`src/fpi_pkg.sv`:
```
// Shared types and constants for the piecewise interpolator.
// Used by the breakpoint cells, the divider stages and the top level.
package fpi_pkg;

  localparam int LANE_W     = 16;
  localparam int BANK_W     = 64;
  localparam int BANK_LANES = 4;
  localparam int SEG_W      = 5;
  localparam int IDX_W      = 4;
  localparam int OUT_W      = 16;
  localparam int SEGOUT_W   = 4;

  // Configuration register indexes
  localparam logic [IDX_W-1:0] REG_THR0 = 4'd0;
  localparam logic [IDX_W-1:0] REG_THR1 = 4'd1;
  localparam logic [IDX_W-1:0] REG_THR2 = 4'd2;
  localparam logic [IDX_W-1:0] REG_THR3 = 4'd3;
  localparam logic [IDX_W-1:0] REG_LVL0 = 4'd4;
  localparam logic [IDX_W-1:0] REG_LVL1 = 4'd5;
  localparam logic [IDX_W-1:0] REG_LVL2 = 4'd6;
  localparam logic [IDX_W-1:0] REG_LVL3 = 4'd7;

  // Control word that rides along with each sample
  typedef struct packed {
    logic             valid;
    logic             found;
    logic             clamp;
    logic [SEG_W-1:0] seg;
  } ctl_t;

endpackage

```
`src/fpi_cell.sv`:
```
// One breakpoint cell of the search chain.
// Depends on fpi_pkg (ctl_t).
module fpi_cell #(
  parameter int DW  = 16,
  parameter int IDX = 0
) (
  input  logic                 clk,
  input  logic                 rst,
  input  logic                 en,
  input  logic signed [DW-1:0] thr,
  input  logic signed [DW-1:0] lvl,
  input  logic signed [DW-1:0] prv_thr,
  input  logic signed [DW-1:0] prv_lvl,
  input  fpi_pkg::ctl_t        ctl_in,
  input  logic signed [DW-1:0] e_in,
  input  logic signed [DW-1:0] t0_in,
  input  logic signed [DW-1:0] t1_in,
  input  logic signed [DW-1:0] l0_in,
  input  logic signed [DW-1:0] l1_in,
  output fpi_pkg::ctl_t        ctl,
  output logic signed [DW-1:0] e_out,
  output logic signed [DW-1:0] t0,
  output logic signed [DW-1:0] t1,
  output logic signed [DW-1:0] l0,
  output logic signed [DW-1:0] l1
);

  logic hit;
  fpi_pkg::ctl_t ctl_next;

  // first breakpoint at least the error claims the sample
  assign hit = !ctl_in.found && (e_in <= thr);

  always_comb begin
    ctl_next = ctl_in;
    if (hit) begin
      ctl_next.found = 1'b1;
      ctl_next.seg   = fpi_pkg::SEG_W'(IDX);
    end
  end

  always_ff @(posedge clk) begin
    if (rst) begin
      ctl <= '0;
    end else if (en) begin
      ctl <= ctl_next;
    end
  end

  always_ff @(posedge clk) begin
    if (en) begin
      e_out <= e_in;
      if (hit) begin
        t0 <= prv_thr;
        t1 <= thr;
        l0 <= prv_lvl;
        l1 <= lvl;
      end else begin
        t0 <= t0_in;
        t1 <= t1_in;
        l0 <= l0_in;
        l1 <= l1_in;
      end
    end
  end

endmodule

```
`config.mk`:
```
export PLATFORM = sky130hd
export DESIGN_NAME = fpi_cell
export DESIGN_NICKNAME = d
export VERILOG_FILES = /design/src/fpi_pkg.sv /design/src/fpi_cell.sv
export SDC_FILE = /design/constraint.sdc
export NUM_CORES = 1
export LEC_CHECK = 0
export ABC_CLOCK_PERIOD_IN_PS = 2300
export BUFFER_PORTS_ARGS = -buffer_cell sky130_fd_sc_hd__clkbuf_2
export CAP_MARGIN = 20
export CORE_MARGIN = 1
export CORE_UTILIZATION = 40
export DETAILED_ROUTE_END_ITERATION = 7
export HOLD_SLACK_MARGIN = 0.1
export PLACE_DENSITY = 0.77
export SYNTH_ARGS = -nofsm -noshare
export SYNTH_HDL_FRONTEND = slang
export SYNTH_SLANG_ARGS = --single-unit
```
`constraint.sdc`:
```
create_clock -name clk -period 2.3 [get_ports clk]
set_clock_uncertainty 0.05 [all_clocks]
set_input_delay 0.115 -clock clk [delete_from_list [all_inputs] [get_ports clk]]
set_output_delay 0.115 -clock clk [all_outputs]
set_load 0.05 [all_outputs]
```
==> results of run 1 <==
logic make-up after synthesis:
kind of cell | after synthesis
adders and majority gates | 16
buffers and inverters | 26
and+or+nand+nor | 22
AOI/OAI and AO/OA | 26
muxes | 67
DFF | 88
cells in the mapped netlist (2+ instances only):
cell type	count	share of area, %
dfxtp_1	8	3.8
nand2_1	3	0.27
o221a_2	5	1.3
ha_1	16	4.7
buf_8	6	2.1
nor2_1	6	0.53
nand4_1	4	0.59
inv_1	19	1.7
mux2_4	60	21
mux2_2	4	1.1
a21o_1	6	1.1
a21oi_1	8	0.95
edfxtp_1	80	57
o21ai_0	2	0.24
mux2i_1	2	0.47
nor2b_1	6	0.89
metrics by stage:
stage	setup TNS (ns)	worst slack (ns)	std cells	utilization (%)	hold WS [ns]
2_1_floorplan	-5.413	-0.09022	245	-	0.1374
3_3_place_gp	-19.01	-0.3299	641	57.55	0.2642
3_5_place_dp	-22.08	-0.3829	641	57.55	0.2690
==> Flow_metrics.wiki, run 1 <==
{| class="wikitable"
! Metric !! Value
|-
| Status || stopped before the end
|-
| Last stage || 4_1_cts
|-
| First logged error message || [ERROR RSZ-0060] Max buffer count reached.
|-
| Net count after synthesis || 416
|-
| Placed cell areas || 0.005914 mm²
|-
| Netlist area before placement || 0.004228 mm²
|-
| Number of enable-type register cells in the synthesized netlist || 80
|-
| Primary flip-flop cell chosen by synthesis mapping || edfxtp_1
|-
| Multiplexer area fraction after synthesis || 23.38%
|-
| Number of instances in the synthesized netlist || 245
|-
| Estimated wirelength of the detail-placed design || 8.740 mm
|-
| Synthesized-area fraction occupied by ao, oa, aoi and oai cells || 4.558%
|-
| Hold buffers post-CTS || 132
|-
| Die height || 104.8 µm
|-
| Proportion of synthesized chip area in sequential cells || 60.61%
|-
| Starting utilization of the core area || 41.14%
|-
| CTS root buf || clkbuf_8
|-
| Number of port buffers || 242
|-
| Number of clock buffers inserted by TritonCTS || 9
|-
| Number of warnings reported in the yosys synthesis log || 0
|-
| Post-cts repair resize count || 0
|-
| Synthesis-stage register bit count || 88
|-
| Count of unique library cells instantiated by Yosys || 26
|-
| Post-synthesis simple-gate area fraction || 2.811%
|-
| Main combinational cell family by area after synthesis || multiplexers
|-
| Synth async-reset ratio || 0%
|-
| XOR/XNOR share of the synthesized area || 0%
|-
| Die width || 104.8 µm
|-
| Last weighted congestion value of the routability-driven placer || 0.7925
|-
| Number of buffers on the longest clock path || 2
|-
| Postcts setup bufs || 0
|-
| Number of ports placed on the die boundary || 243
|-
| Synthesized area divided by synthesized cell count || 17.26 µm²
|-
| Row Count || 37
|-
| H-tree Lvls || 3
|-
| Adder-cell area share of the yosys netlist || 4.735%
|-
| # clock sinks || 88
|}
==> run 2, diff against run 1 <==
==> config.mk (replaced) <==
export PLATFORM = sky130hd
export DESIGN_NAME = fpi_cell
export DESIGN_NICKNAME = d
export VERILOG_FILES = /design/src/fpi_pkg.sv /design/src/fpi_cell.sv
export SDC_FILE = /design/constraint.sdc
export NUM_CORES = 1
export LEC_CHECK = 0
export ABC_CLOCK_PERIOD_IN_PS = 3000
export BUFFER_PORTS_ARGS = -buffer_cell sky130_fd_sc_hd__clkbuf_2
export CAP_MARGIN = 20
export CORE_MARGIN = 1
export CORE_UTILIZATION = 40
export DETAILED_ROUTE_END_ITERATION = 7
export PLACE_DENSITY_LB_ADDON = 0.15
export SYNTH_ARGS = -nofsm -noshare
export SYNTH_HDL_FRONTEND = slang
export SYNTH_SLANG_ARGS = --single-unit
==> constraint.sdc (replaced) <==
create_clock -name clk -period 3 [get_ports clk]
set_clock_uncertainty 0.05 [all_clocks]
set_input_delay 0.15 -clock clk [delete_from_list [all_inputs] [get_ports clk]]
set_output_delay 0.15 -clock clk [all_outputs]
set_load 0.05 [all_outputs]
==> run 2 against run 1 <==
  * Synthesized cell count is the same
  * The flow now finishes without violations
  * Area after synthesis is the same
==> Flow_metrics.wiki, run 2 <==
{| class="wikitable"
! Metric !! Value
|-
| DRC || 0
|-
| Largest delay share family, worst path || buffers and inverters
|-
| Number of ports placed on the die boundary || 243 (unchanged)
|-
| Crit path largest cell delay || 0.54 ns
|-
| Count of cell instances traversed by the critical path || 10
|-
| Endpoint required time on the critical path || 3.05 ns
|-
| Number of buffers on the longest clock path || 2 (unchanged)
|-
| Vias in the first global route || 3228
|-
| Dominant cell type by count on the critical path || a21oi_1
|-
| Power Dens Cells || 576.0 mW/mm²
|-
| Length of the first detailed-routing pass in iterations || 4
|-
| Count of unique library cells instantiated by Yosys || 26 (unchanged)
|-
| Count of nets left with antenna violations after detail routing || 0
|-
| Clock-pin slew on the worst setup and hold paths || 0.08 ns
|-
| Worst IR Drop VDD || 0.2588 mV
|-
| Number of non-filler instances in the completed layout || 657
|-
| Cell-by-cell trace of the critical path || dlygate4sd3_1, clkbuf_2, ha_1, a21oi_1, o21ai_0, a21oi_1, or3b_4, mux2i_4, buf_12, mux2_4
|-
| Estimated wirelength of the detail-placed design || 7.926 mm (-9.3%)
|-
| Largest fanout of any net on the critical path || 29
|-
| Post-layout minimum cycle time || 2.913 ns
|-
| Critical path startpoint category || primary input
|-
| GRT overflow || 0
|-
| Number of antenna repair diodes || 0
|-
| Fraction of synthesized cell area taken by the top area cell type || 56.82% (unchanged)
|-
| Layout Nets || 687
|-
| Most frequent standard cell in the layout excluding fill and tap cells || clkbuf_2
|-
| Netlist area before placement || 0.004228 mm² (unchanged)
|-
| Clk Latency, worst-skew pair || 0.35 ns
|-
| Most repeated cell in the gate-level netlist after synthesis || edfxtp_1
|-
| Synth async-reset ratio || 0% (unchanged)
|-
| Primary flip-flop cell chosen by synthesis mapping || edfxtp_1
|-
| Ranking of synthesized cells by area || edfxtp_1 57%, mux2_4 21%, ha_1 4.7%
|-
| Critical path data arrival time || 2.96 ns
|-
| # clock sinks || 88 (unchanged)
|-
| Kind of critical path || in2reg
|-
| Leak Pwr || 0.003011 µW
|-
| CTS tree || built
|-
| GRT Overall Usage || 19.48%
|-
| Most frequent cells after synthesis || 80 x edfxtp_1, 60 x mux2_4, 19 x inv_1, 16 x ha_1
|-
| Synthesis-stage register bit count || 88 (unchanged)
|-
| Dominant cell type by area after synthesis || edfxtp_1
|-
| Number of instances in the placed design || 621 (-3.1%)
|-
| Total Die Area || 0.01099 mm²
|-
| DR vias/cell || 4.651
|-
| H-tree Lvls || 3 (unchanged)
|-
| Number of clock buffers inserted by TritonCTS || 9 (unchanged)
|-
| Number of port buffers || 242 (unchanged)
|-
| Die height || 104.8 µm (unchanged)
|-
| Proportion of synthesized chip area in sequential cells || 60.61% (unchanged)
|-
| Cell with the biggest individual delay on the critical path || dlygate4sd3_1
|-
| Net count after synthesis || 416 (unchanged)
|-
| Routed length per placed instance || 15.94 µm
|-
| Max_slew headroom || 64.58%
|-
| Tot Pwr || 3445 µW
|-
| Antenna violations before repair || 0
|-
| Commonest cells after routing, fill and taps aside || 241 x clkbuf_2, 80 x edfxtp_1, 60 x mux2_4
|-
| Endpoints failing hold || 0
|-
| Last weighted congestion value of the routability-driven placer || 0.7406 (-6.5%)
|-
| Number of instances in the synthesized netlist || 245 (unchanged)
|-
| Type of element capturing the critical path || flip-flop
|-
| Core box area || 0.01028 mm²
|-
| Count of final max-slew check failures || 0
|-
| Crit path buf inv count || 3
|-
| Initial DRC count || 115
|-
| Wire length of the first global-routing pass || 16.14 mm
|-
| Startpoint of the most critical register-to-register path || ctl[5]$_SDFFE_PP0P_
|-
| Path category of the worst min-delay check || in2reg
|-
| Via count || 3056
|-
| Synthesized area divided by synthesized cell count || 17.26 µm² (unchanged)
|-
| Worst Hold Depth || 2
|-
| Number of enable-type register cells in the synthesized netlist || 80 (unchanged)
|-
| Maximum number of pins on one net before global-route repair || 45
|-
| Share of layout cells above drive strength 1 || 63.53%
|-
| Total wire length after detailed routing || 10.47 mm
|-
| Cells on worst reg2reg path || 3
|-
| Post-route setup TNS || 0 ns
|-
| Die width || 104.8 µm (unchanged)
|-
| Critical path launch point || e_in[7]
|-
| Final setup vio count || 0
|-
| Row Count || 37 (unchanged)
|-
| Starting utilization of the core area || 41.14% (unchanged)
|-
| Maxcap violations || 0
|-
| Worst min-delay path startpoint || ctl_in[3]
|-
| Area overhead of the layout relative to synthesis || 41.49%
|-
| Number of warnings reported in the yosys synthesis log || 0 (unchanged)
|-
| RSZ-0062 raised after global routing || false
|-
| Fill count || 888
|-
| CTS root buf || clkbuf_8
|-
| Least-Margin Pin Slew || 0.5312 ns
|-
| Status || completed
|-
| Max Clk Rate || 0.3433 GHz
|-
| Post-route clock period utilization || 97.09%
|}
[run 2: cell counts after synthesis]
No cell type changed its count.
[run 2: cells by family (layout without fill, tap and decap cells)]
group | count (synthesis) | after routing | share of synthesized area [%]
flip-flops | 88 | 88 | 60.61
buffers and inverters | 26 | 302 | 3.907
multiplexers | 67 | 67 | 23.38
AO/OA/AOI/OAI | 26 | 26 | 4.558
adder cells (fa/ha/maj) | 16 | 16 | 4.735
AND/OR/NAND/NOR | 22 | 22 | 2.811
[run 2: what timing repair did]
action | CTS | global route
hold endpoints to repair | 19 | 0
setup buffers | 0 | 1
gates resized for setup | 0 | 0
setup endpoints to repair | 0 | 52
hold buffers | 19 | 0
[run 2: per-stage QoR]
stage          util (%)  hold slack, ns  setup slack [ns]  instance area, µm²
2_1_floorplan         -          0.1724            0.4855                4228
3_3_place_gp      54.30          0.2999            0.1044                5580
3_5_place_dp      54.30          0.2979           0.07427                5580
4_1_cts           58.13        0.001055           0.04003                5974
5_1_grt           58.21        0.001860          0.009518                5982
6_report          58.21         0.02462           0.08739                5982
[run 2: where the power goes]
| part | switching [µW] | internal, µW | leakage [µW] | total (µW) |
|---|---|---|---|---|
| combinational | 674 | 382 | 0.00206 | 1060 |
| clock | 403 | 467 | 0.000102 | 870 |
| sequential | 34.2 | 1490 | 0.000849 | 1520 |
| total | 1110 | 2330 | 0.00301 | 3450 |
[run 2: cell type report]
cell class / instances / area, µm² / share of cell area (%)
inverters: 19 / 71.32 / 1.192
flip-flops and latches: 88 / 2562 / 42.84
well taps: 136 / 170.2 / 2.845
clock buffers: 12 / 135.1 / 2.259
repair buffers: 267 / 1474 / 24.64
clock inverters: 4 / 68.82 / 1.150
multi-input cells: 131 / 1500 / 25.08
[run 2: routing by layer]
layer / wire length [µm] / global-route usage (%) / vias up
met5: 0 / 0 / -
met4: 174 / 7.847 / 0
met3: 857 / 5.552 / 13
met2: 5599 / 36.00 / 141
met1: 3839 / 20.71 / 1425
li1: - / - / 1477
[run 2: final timing paths]
path                              end  slack, ns
setup reg to reg  ctl[5]$_SDFFE_PP0P_       1.79
setup / recovery      l1[8]$_DFFE_PP_       0.09
hold / removal    ctl[3]$_SDFFE_PP0P_       0.02
hold reg to reg   ctl[6]$_SDFFE_PP0P_       0.45
Note: power is estimated with default switching activity, not from simulation.
