**src/fpi_pkg.sv**
```systemverilog
// Shared types and constants for the piecewise interpolator.
// Used by the breakpoint cells, the divider stages and the top level.
package fpi_pkg;

  localparam int LANE_W     = 16;
  localparam int BANK_W     = 64;
  localparam int BANK_LANES = 4;
  localparam int SEG_W      = 5;
  localparam int IDX_W      = 4;
  localparam int OUT_W      = 16;
  localparam int SEGOUT_W   = 4;

  // Configuration register indexes
  localparam logic [IDX_W-1:0] REG_THR0 = 4'd0;
  localparam logic [IDX_W-1:0] REG_THR1 = 4'd1;
  localparam logic [IDX_W-1:0] REG_THR2 = 4'd2;
  localparam logic [IDX_W-1:0] REG_THR3 = 4'd3;
  localparam logic [IDX_W-1:0] REG_LVL0 = 4'd4;
  localparam logic [IDX_W-1:0] REG_LVL1 = 4'd5;
  localparam logic [IDX_W-1:0] REG_LVL2 = 4'd6;
  localparam logic [IDX_W-1:0] REG_LVL3 = 4'd7;

  // Control word that rides along with each sample
  typedef struct packed {
    logic             valid;
    logic             found;
    logic             clamp;
    logic [SEG_W-1:0] seg;
  } ctl_t;

endpackage

```
**src/fpi_div_stage.sv**
```systemverilog
// One restoring-division stage: produces one quotient bit per cycle while en is high.
// Depends on fpi_pkg (ctl_t).
module fpi_div_stage #(
  parameter int DW = 16
) (
  input  logic               clk,
  input  logic               rst,
  input  logic               en,
  input  fpi_pkg::ctl_t      ctl_in,
  input  logic [DW+1:0]      r_in,
  input  logic [DW-1:0]      low_in,
  input  logic [DW-1:0]      q_in,
  input  logic [DW:0]        d_in,
  input  logic               neg_in,
  input  logic [DW-1:0]      byp_in,
  output fpi_pkg::ctl_t      ctl,
  output logic [DW+1:0]      r,
  output logic [DW-1:0]      low,
  output logic [DW-1:0]      q,
  output logic [DW:0]        d,
  output logic               neg,
  output logic [DW-1:0]      byp
);

  logic [DW+1:0] trial;
  logic          ge;

  // shift in next numerator bit, subtract divisor if it fits
  assign trial = {r_in[DW:0], low_in[DW-1]};
  assign ge    = trial >= {1'b0, d_in};

  always_ff @(posedge clk) begin
    if (rst) begin
      ctl <= '0;
    end else if (en) begin
      ctl <= ctl_in;
    end
  end

  always_ff @(posedge clk) begin
    if (en) begin
      r   <= ge ? (trial - {1'b0, d_in}) : trial;
      low <= {low_in[DW-2:0], 1'b0};
      q   <= {q_in[DW-2:0], ge};
      d   <= d_in;
      neg <= neg_in;
      byp <= byp_in;
    end
  end

endmodule

```
**config.mk**
```make
export PLATFORM = sky130hd
export DESIGN_NAME = fpi_div_stage
export DESIGN_NICKNAME = d
export VERILOG_FILES = /design/src/fpi_pkg.sv /design/src/fpi_div_stage.sv
export SDC_FILE = /design/constraint.sdc
export NUM_CORES = 1
export LEC_CHECK = 0
export BUFFER_PORTS_ARGS = -buffer_cell sky130_fd_sc_hd__buf_2
export CAP_MARGIN = 40
export CORE_ASPECT_RATIO = 1.5
export CORE_MARGIN = 3
export CORE_UTILIZATION = 42
export DETAILED_ROUTE_END_ITERATION = 10
export GPL_ROUTABILITY_DRIVEN = 0
export PLACE_DENSITY = 0.76
export RECOVER_POWER = 100
export SLEW_MARGIN = 20
export SYNTH_ARGS = -nofsm -noshare
export SYNTH_HDL_FRONTEND = slang
export SYNTH_SLANG_ARGS = --single-unit
```
**constraint.sdc**
```tcl
create_clock -name clk -period 2.98 [get_ports clk]
set_clock_uncertainty 0.2 [all_clocks]
set_input_delay 0.894 -clock clk [delete_from_list [all_inputs] [get_ports clk]]
set_output_delay 0.894 -clock clk [all_outputs]
set_load 0.005 [all_outputs]
```
==> out/metrics.csv, run 1 <==
stage,metric,value,unit
outcome,status,"finished, violations left",
outcome,failing checks,negative setup slack,
worst_setup_path,cells on worst reg2reg path,2,
cells_and_area,fraction of layout cells with a size suffix above 1,0.5028,
hold_path,Hold Crit Class,register to register,
synthesis,Synth cell types,47,
synthesis,Synth Flop Type,edfxtp_1,
timing,Hold Slack,295.8,ps
die,chip height,124.6,um
routing,Routed Wire Length,10.16,mm
clock_network,worst-skew pair later-pin latency,330,ps
cells_and_area,Seq. cell area,0.002653,sq mm
cells_and_area,diode count,0,
clock_network,cts hold-fix bufs,0,
routing,antenna-violating nets left,0,
hold_path,hold endpoint,ctl[3]$_SDFFE_PP0P_,
die,Placeable Area,0.008986,sq mm
die,Die W,85.07,um
timing,setup slack after layout,-48.75,ps
worst_setup_path,Worst R2R Start,ctl[2]$_SDFFE_PP0P_,
clock_network,Worst-path clk slew,60,ps
die,Starting Density,0.4383,
clock_network,Clock Path Buffers,2,
hold_path,worst min-delay path startpoint,ctl[3]$_SDFFE_PP0P_,
routing,via count,3235,
worst_setup_path,ordered cell list for the critical path,buf_12 > inv_12 > ha_4 > inv_2 > fa_2 > a21o_1 > a221o_1 > buf_6 > o21a_1 > a21oi_2 > xor2_1 > a21oi_1,
synthesis,share of flip-flops with an asynchronous set or reset,0,
routing,detailed-route DRC error count,0,
worst_setup_path,CP Max Fanout,4,
timing,setup violators final,1,
timing,Final min period,3029,ps
die,I/O pin total,187,
global_routing,largest net degree at the start of global routing,43,
routing,DR pass1 iterations,4,
worst_setup_path,Worst Setup End Kind,register,
timing,RSZ-0062 raised after global routing,true,
routing,initial DRC count,103,
synthesis,post-synthesis register bit count,91,
clock_network,total CTS buffers,9,
cells_and_area,utilization after layout,0.6447,
placement,detailed placement HPWL,7.712,mm
worst_setup_path,Setup Crit Path Kind,input pin to register,
synthesis,"Warnings, synthesis",0,
clock_network,Clock Tree Root,clkbuf_16,
power_and_ir_drop,Power Dens Cells,569.4,mW/mm^2
placement,port bufs,183,
synthesis,Syn Area/Cell,13.63,sq um
global_routing,global-route wire length before repair,15.59,mm
routing,DR WL/cell,15.75,um
power_and_ir_drop,worst-case vdd ir drop,0.0004616,V
synthesis,Post-synth EDFFs,83,
timing,Fmax,330.2,MHz
clock_network,CTS sink cnt,91,
worst_setup_path,worst r2r dst,ctl[2]$_SDFFE_PP0P_,
worst_setup_path,Reg2Reg Setup Slack,2160,ps
timing,TNS Setup,-48.75,ps
global_routing,"Remaining Overflow, GRT",0,
hold_path,Hold Path Depth,2,
worst_setup_path,CP Launch Type,input pin,
timing,Max Slew Vio Count,0,
global_routing,total track usage,0.1877,
worst_setup_path,critical path required time,2860,ps
die,# rows,42,
synthesis,post-synthesis sequential area ratio,0.6734,
worst_setup_path,max incr delay on CP,360,ps
timing,Final Hold Vio Count,0,
cells_and_area,Final nets,643,
placement,pre-CTS setup slack,-484.9,ps
worst_setup_path,worst path arrival time,2910,ps
cells_and_area,Multi-input gate area,0.001274,sq mm
power_and_ir_drop,leakage,2.614,nW
worst_setup_path,CP max-delay cell,a221o_1,
cells_and_area,"Area growth, synth to finish",47.08,%
global_routing,initial antenna violation count,0,
clock_network,CTS tree,done,
synthesis,Syn Inst Count,289,
clock_network,CTS H-tree lvls,3,
synthesis,syn_nets,402,
routing,vias per cell,5.016,
cells_and_area,Fill cells,676,
synthesis,netlist area before placement,0.003939,sq mm
die,die footprint,0.01060,sq mm
timing,period utilization,1.016,
global_routing,vias in the first global route,3327,
job,max cap viols,0,
-- registers in the layout, indices dropped and copies added (netlist names) --
register  cells
r            18
d            17
byp          16
q            16
low          15
ctl           8
neg           1
-- power breakdown --
part           total, mW  switching [mW]  internal [mW]
logic              0.695           0.347          0.347
clock network       1.04           0.470          0.568
registers           1.57          0.0286           1.54
-- per-stage QoR --
step / cell area, sq um / power (mW) / instances
after floorplan: 3994 / 1.889 / 289
after global placement: 5383 / 2.211 / 624
after detailed placement: 5383 / 2.234 / 624
after CTS: 5725 / 3.305 / 643
after global routing: 5793 / 3.456 / 645
final: 5793 / 3.299 / 645
-- cell usage in the layout (no fill, tap or decap), types with 3 or more instances in the layout --
cell / count
buf_6: 5
buf_2: 175
nand2_1: 10
dfxtp_1: 8
a21oi_1: 26
buf_4: 47
clkbuf_16: 9
a21o_1: 3
inv_1: 23
a41oi_1: 3
xnor2_1: 9
clkbuf_1: 6
mux2_4: 3
a31oi_1: 3
ha_1: 16
o21ai_0: 6
edfxtp_1: 83
nor2_1: 28
xor2_1: 3
nor2b_1: 4
nand3_1: 3
a21oi_4: 3
mux2i_1: 8
nor3_1: 4
a21oi_2: 3
-- cell families after synthesis --
kind of cell,count (synthesis),share of synthesized area
compound gates,62,0.1023
flops,91,0.6734
xor+xnor,13,0.02891
buf+inv,32,0.03494
fa+ha+maj,18,0.05908
simple gates,61,0.07147
other cells,1,0.0009521
mux,11,0.02891
-- critical path, delay by kind of cell --
kind	cells	cell delay, ps
compound gates	5	1050
fa+ha+maj	2	450
buf+inv	4	330
xor+xnor	1	180
-- layer usage --
layer / track usage / vias up / wire (um)
met5: 0 / - / 0
met4: 0.1109 / 0 / 421
met3: 0.04302 / 34 / 689
met2: 0.3384 / 146 / 5504
met1: 0.1917 / 1502 / 3545
li1: - / 1553 / -
-- what timing repair did --
item / CTS / global route
setup buffers: 1 / 2
pin swaps: 9 / 6
endpoints found under the setup margin: 12 / 17
gates cloned: 2 / 0
resized for setup: 8 / 14
-- how the worst max path moves through the flow --
stage,endpoint,slack (ps),start,cells after the start
after CTS,r[14]$_DFFE_PP_,20,low_in[15],12
after floorplan,r[16]$_DFFE_PP_,-130,low_in[15],10
after detailed placement,r[16]$_DFFE_PP_,-480,low_in[15],12
after global routing,r[14]$_DFFE_PP_,-100,low_in[15],12
after global placement,r[16]$_DFFE_PP_,-470,low_in[15],12
final,r[14]$_DFFE_PP_,-50,low_in[15],12
-- Yosys cell counts, types with 2 or more instances --
cell       n  share of area
edfxtp_1  83           0.63
and3_1     2         0.0032
o21ai_0    7         0.0089
a21o_1     3         0.0057
mux2i_1    8          0.020
nor2b_1    4         0.0064
dfxtp_1    8          0.041
buf_4      2         0.0038
nand3_1    3         0.0038
nand2b_1   2         0.0032
a21oi_1   28          0.036
nand2_1   10         0.0095
mux2_2     3         0.0086
nor3_1     5         0.0064
buf_2      2         0.0025
nor2_1    30          0.029
xnor2_1   10          0.022
a31oi_1    3         0.0048
a211oi_1   2         0.0038
inv_1     25          0.024
o221ai_1   2         0.0044
xor2_1     3         0.0067
ha_1      17          0.054
nand4_1    2         0.0032
a41oi_1    3         0.0067
-- layout make-up --
class	count	area share
Tap cell	110	0.02376
Clock buffer	9	0.03888
Timing Repair Buffer	235	0.2326
Multi-Input combinational cell	168	0.2199
Sequential cell	91	0.4579
Inverter	25	0.01836
Clock inverter	7	0.008639
(Power assumes the default switching activity.)
==> run 2: changes to the inputs <==
--- a/config.mk
+++ b/config.mk
@@ -7,7 +7,6 @@
 export LEC_CHECK = 0
 export BUFFER_PORTS_ARGS = -buffer_cell sky130_fd_sc_hd__buf_2
 export CAP_MARGIN = 40
-export CORE_ASPECT_RATIO = 1.5
 export CORE_MARGIN = 3
 export CORE_UTILIZATION = 42
 export DETAILED_ROUTE_END_ITERATION = 10
==> out/metrics.csv, run 2 (synthesis gave the netlist of run 1 again) <==
stage,metric,value,unit,change
worst_setup_path,worst path arrival time,2880,ps,-30 ps
worst_setup_path,Setup Crit Path Kind,input pin to register,,
power_and_ir_drop,switch share,0.2746,,+0.01816
die,# rows,34,,-19%
global_routing,initial antenna violation count,0,,unchanged
outcome,status,"finished, final reports clean",,
worst_setup_path,worst path bufs/invs,4,,unchanged
global_routing,GR peak layer,met2,,
cells_and_area,Biggest register,r,,
timing,setup violators final,0,,-1
timing,period utilization,0.9911,,-0.02523
global_routing,grt met2 use,0.3520,,+0.01367
cells_and_area,max reg flops,18,,unchanged
worst_setup_path,Reg2Reg Setup Slack,2120,ps,-40 ps
timing,Slew HR,0.1540,,
cells_and_area,Fill cells,740,,+9.5%
timing,setup slack after layout,26.44,ps,+75.19 ps
clock_network,cts hold-fix bufs,0,,unchanged
timing,Final min period,2954,ps,-75.19 ps
power_and_ir_drop,leakage,2.386,nW,-8.7%
clock_network,Clock Path Buffers,2,,unchanged
worst_setup_path,ordered cell list for the critical path,buf_12 > inv_12 > ha_4 > inv_2 > fa_2 > a21o_1 > a221o_1 > o21ai_2 > a21oi_4 > buf_12 > a31o_2,,
timing,Worst Tran Pin Value,1269,ps,
worst_setup_path,Worst Setup End Kind,register,,
routing,DR WL/cell,16.09,um,+2.1%
worst_setup_path,critical path required time,2900,ps,+40 ps
power_and_ir_drop,clock network power share,0.261,,-0.053
power_and_ir_drop,Power Dens Cells,540.6,mW/mm^2,-5.1%
worst_setup_path,CP Launch Type,input pin,,
clock_network,CTS tree,done,,
global_routing,"Remaining Overflow, GRT",0,,unchanged
clock_network,worst-skew pair later-pin latency,360,ps,+30 ps
worst_setup_path,CP max-delay cell,a221o_1,,
clock_network,Worst-path clk slew,100,ps,+40 ps
routing,vias per cell,4.997,,-0.37%
placement,placed cell count,624,,unchanged
power_and_ir_drop,Int Pwr,2.195,mW,-11%
power_and_ir_drop,switching power,0.8306,mW,-1.8%
die,Placeable Area,0.008934,sq mm,-0.58%
routing,Routed Wire Length,10.41,mm,+2.5%
clock_network,CTS sink cnt,91,,unchanged
timing,Max Slew Vio Count,0,,unchanged
power_and_ir_drop,worst-case vdd ir drop,0.0002536,V,-45%
cells_and_area,most frequent cells in the layout,"buf_2, edfxtp_1, clkbuf_1",,
worst_setup_path,cell mode on critical path,buf_12,,
cells_and_area,largest registers,"r: 18 flops, d: 17 flops",,
routing,via count,3233,,-0.062%
clock_network,Clock Tree Root,clkbuf_8,,
global_routing,M1 GR Usage,0.2168,,+0.02508
global_routing,total track usage,0.1907,,+0.003051
job,max cap viols,0,,unchanged
cells_and_area,"Area growth, synth to finish",42.09,%,
worst_setup_path,CP Max Fanout,6,,+2
placement,port bufs,183,,unchanged
routing,initial DRC count,133,,+29%
timing,Final Hold Vio Count,0,,unchanged
clock_network,CTS H-tree lvls,3,,unchanged
routing,antenna-violating nets left,0,,unchanged
routing,DR pass1 iterations,4,,unchanged
global_routing,met3 Track Usage GR,0.04871,,+0.005697
worst_setup_path,Worst path top cell family by delay,compound AO/OA/AOI/OAI gates,,
cells_and_area,fraction of layout cells with a size suffix above 1,0.3729,,-0.1299
timing,Fmax,338.6,MHz,+2.5%
power_and_ir_drop,combinational share of power,0.220,,+0.009
global_routing,global-route wire length before repair,15.41,mm,-1.2%
die,I/O pin total,187,,unchanged
die,die footprint,0.01058,sq mm,-0.23%
cells_and_area,non-filler instance count after layout,647,,+0.31%
die,Die W,102.8,um,+21%
cells_and_area,diode count,0,,unchanged
hold_path,Hold Crit Class,register to register,,
die,Starting Density,0.4409,,+0.002578
die,chip height,102.8,um,-17%
placement,detailed placement HPWL,7.891,mm,+2.3%
routing,detailed-route DRC error count,0,,unchanged
timing,Hold Slack,327.8,ps,+31.97 ps
timing,RSZ-0062 raised after global routing,true,,
global_routing,vias in the first global route,3148,,-5.4%
clock_network,total CTS buffers,9,,unchanged
cells_and_area,"commonest non-fill, non-tap cell in the layout",buf_2,,
worst_setup_path,max incr delay on CP,390,ps,+30 ps
cells_and_area,Final nets,647,,+0.62%
global_routing,largest net degree at the start of global routing,92,,+110%
power_and_ir_drop,Seq pwr share,0.519,,+0.044
power_and_ir_drop,Pwr Total,3.025,mW,-8.3%
placement,pre-CTS setup slack,-478.5,ps,+6.412 ps
-- run 2: cell count changes in the layout (fill, tap and decap cells not counted), moves of 2 or more --
cell / before / now
a21oi_4: 3 / 1
buf_2: 175 / 105
buf_4: 47 / 49
clkbuf_1: 6 / 76
clkbuf_16: 9 / 0
clkbuf_4: 0 / 3
clkbuf_8: 0 / 9
inv_8: 0 / 2
-- run 2: power groups by stage --
stage | logic (mW) | clock network, mW | registers (mW)
after floorplan | 0.273 | 0 | 1.62
after global placement | 0.629 | 0 | 1.59
after detailed placement | 0.646 | 0 | 1.60
after CTS | 0.669 | 0.813 | 1.57
after global routing | 0.737 | 0.865 | 1.59
final | 0.666 | 0.789 | 1.57
-- run 2: worst reg2reg max path: stages (launching register included) --
cell and delay, ps:
dfxtp_1 340, mux2i_1 160, nor2_1 70
-- run 2: final timing paths --
path | startpoint | end | cells past startpoint
max | low_in[15] | r[13]$_DFFE_PP_ | 11
min | ctl[4]$_SDFFE_PP0P_ | ctl[4]$_SDFFE_PP0P_ | 2
max reg2reg | ctl[7]$_SDFFE_PP0P_ | ctl[7]$_SDFFE_PP0P_ | 2
min reg2reg | ctl[4]$_SDFFE_PP0P_ | ctl[4]$_SDFFE_PP0P_ | 2
-- run 2: metrics by stage --
stage	area, sq um	util	TNS, ps
final	5597	0.6265	0
after global routing	5597	0.6265	-194.7
after CTS	5628	0.6300	-6.614
after detailed placement	5395	0.6039	-7260
after global placement	5395	0.6039	-6268
after floorplan	3994	-	-871.6
-- run 2: what timing repair did --
action,CTS,global route
setup buffers,4,2
pin swaps,8,11
resized for setup,2,13
gates cloned,0,1
setup endpoints to repair,11,16
-- run 2: metal layers --
metal,wire length (um),vias up
li1,-,1556
met1,3967,1533
met2,5489,130
met3,822,14
met4,131,0
met5,0,-
-- run 2: layout make-up --
type,instances,area [sq um],area share
clock inverter,6,56.30,0.01006
inverter,25,106.4,0.01900
clock buffer,10,127.6,0.02280
sequential,91,2653,0.4740
multi-input combinational,167,1221,0.2182
tap,108,135.1,0.02414
timing repair buffer,240,1297,0.2318
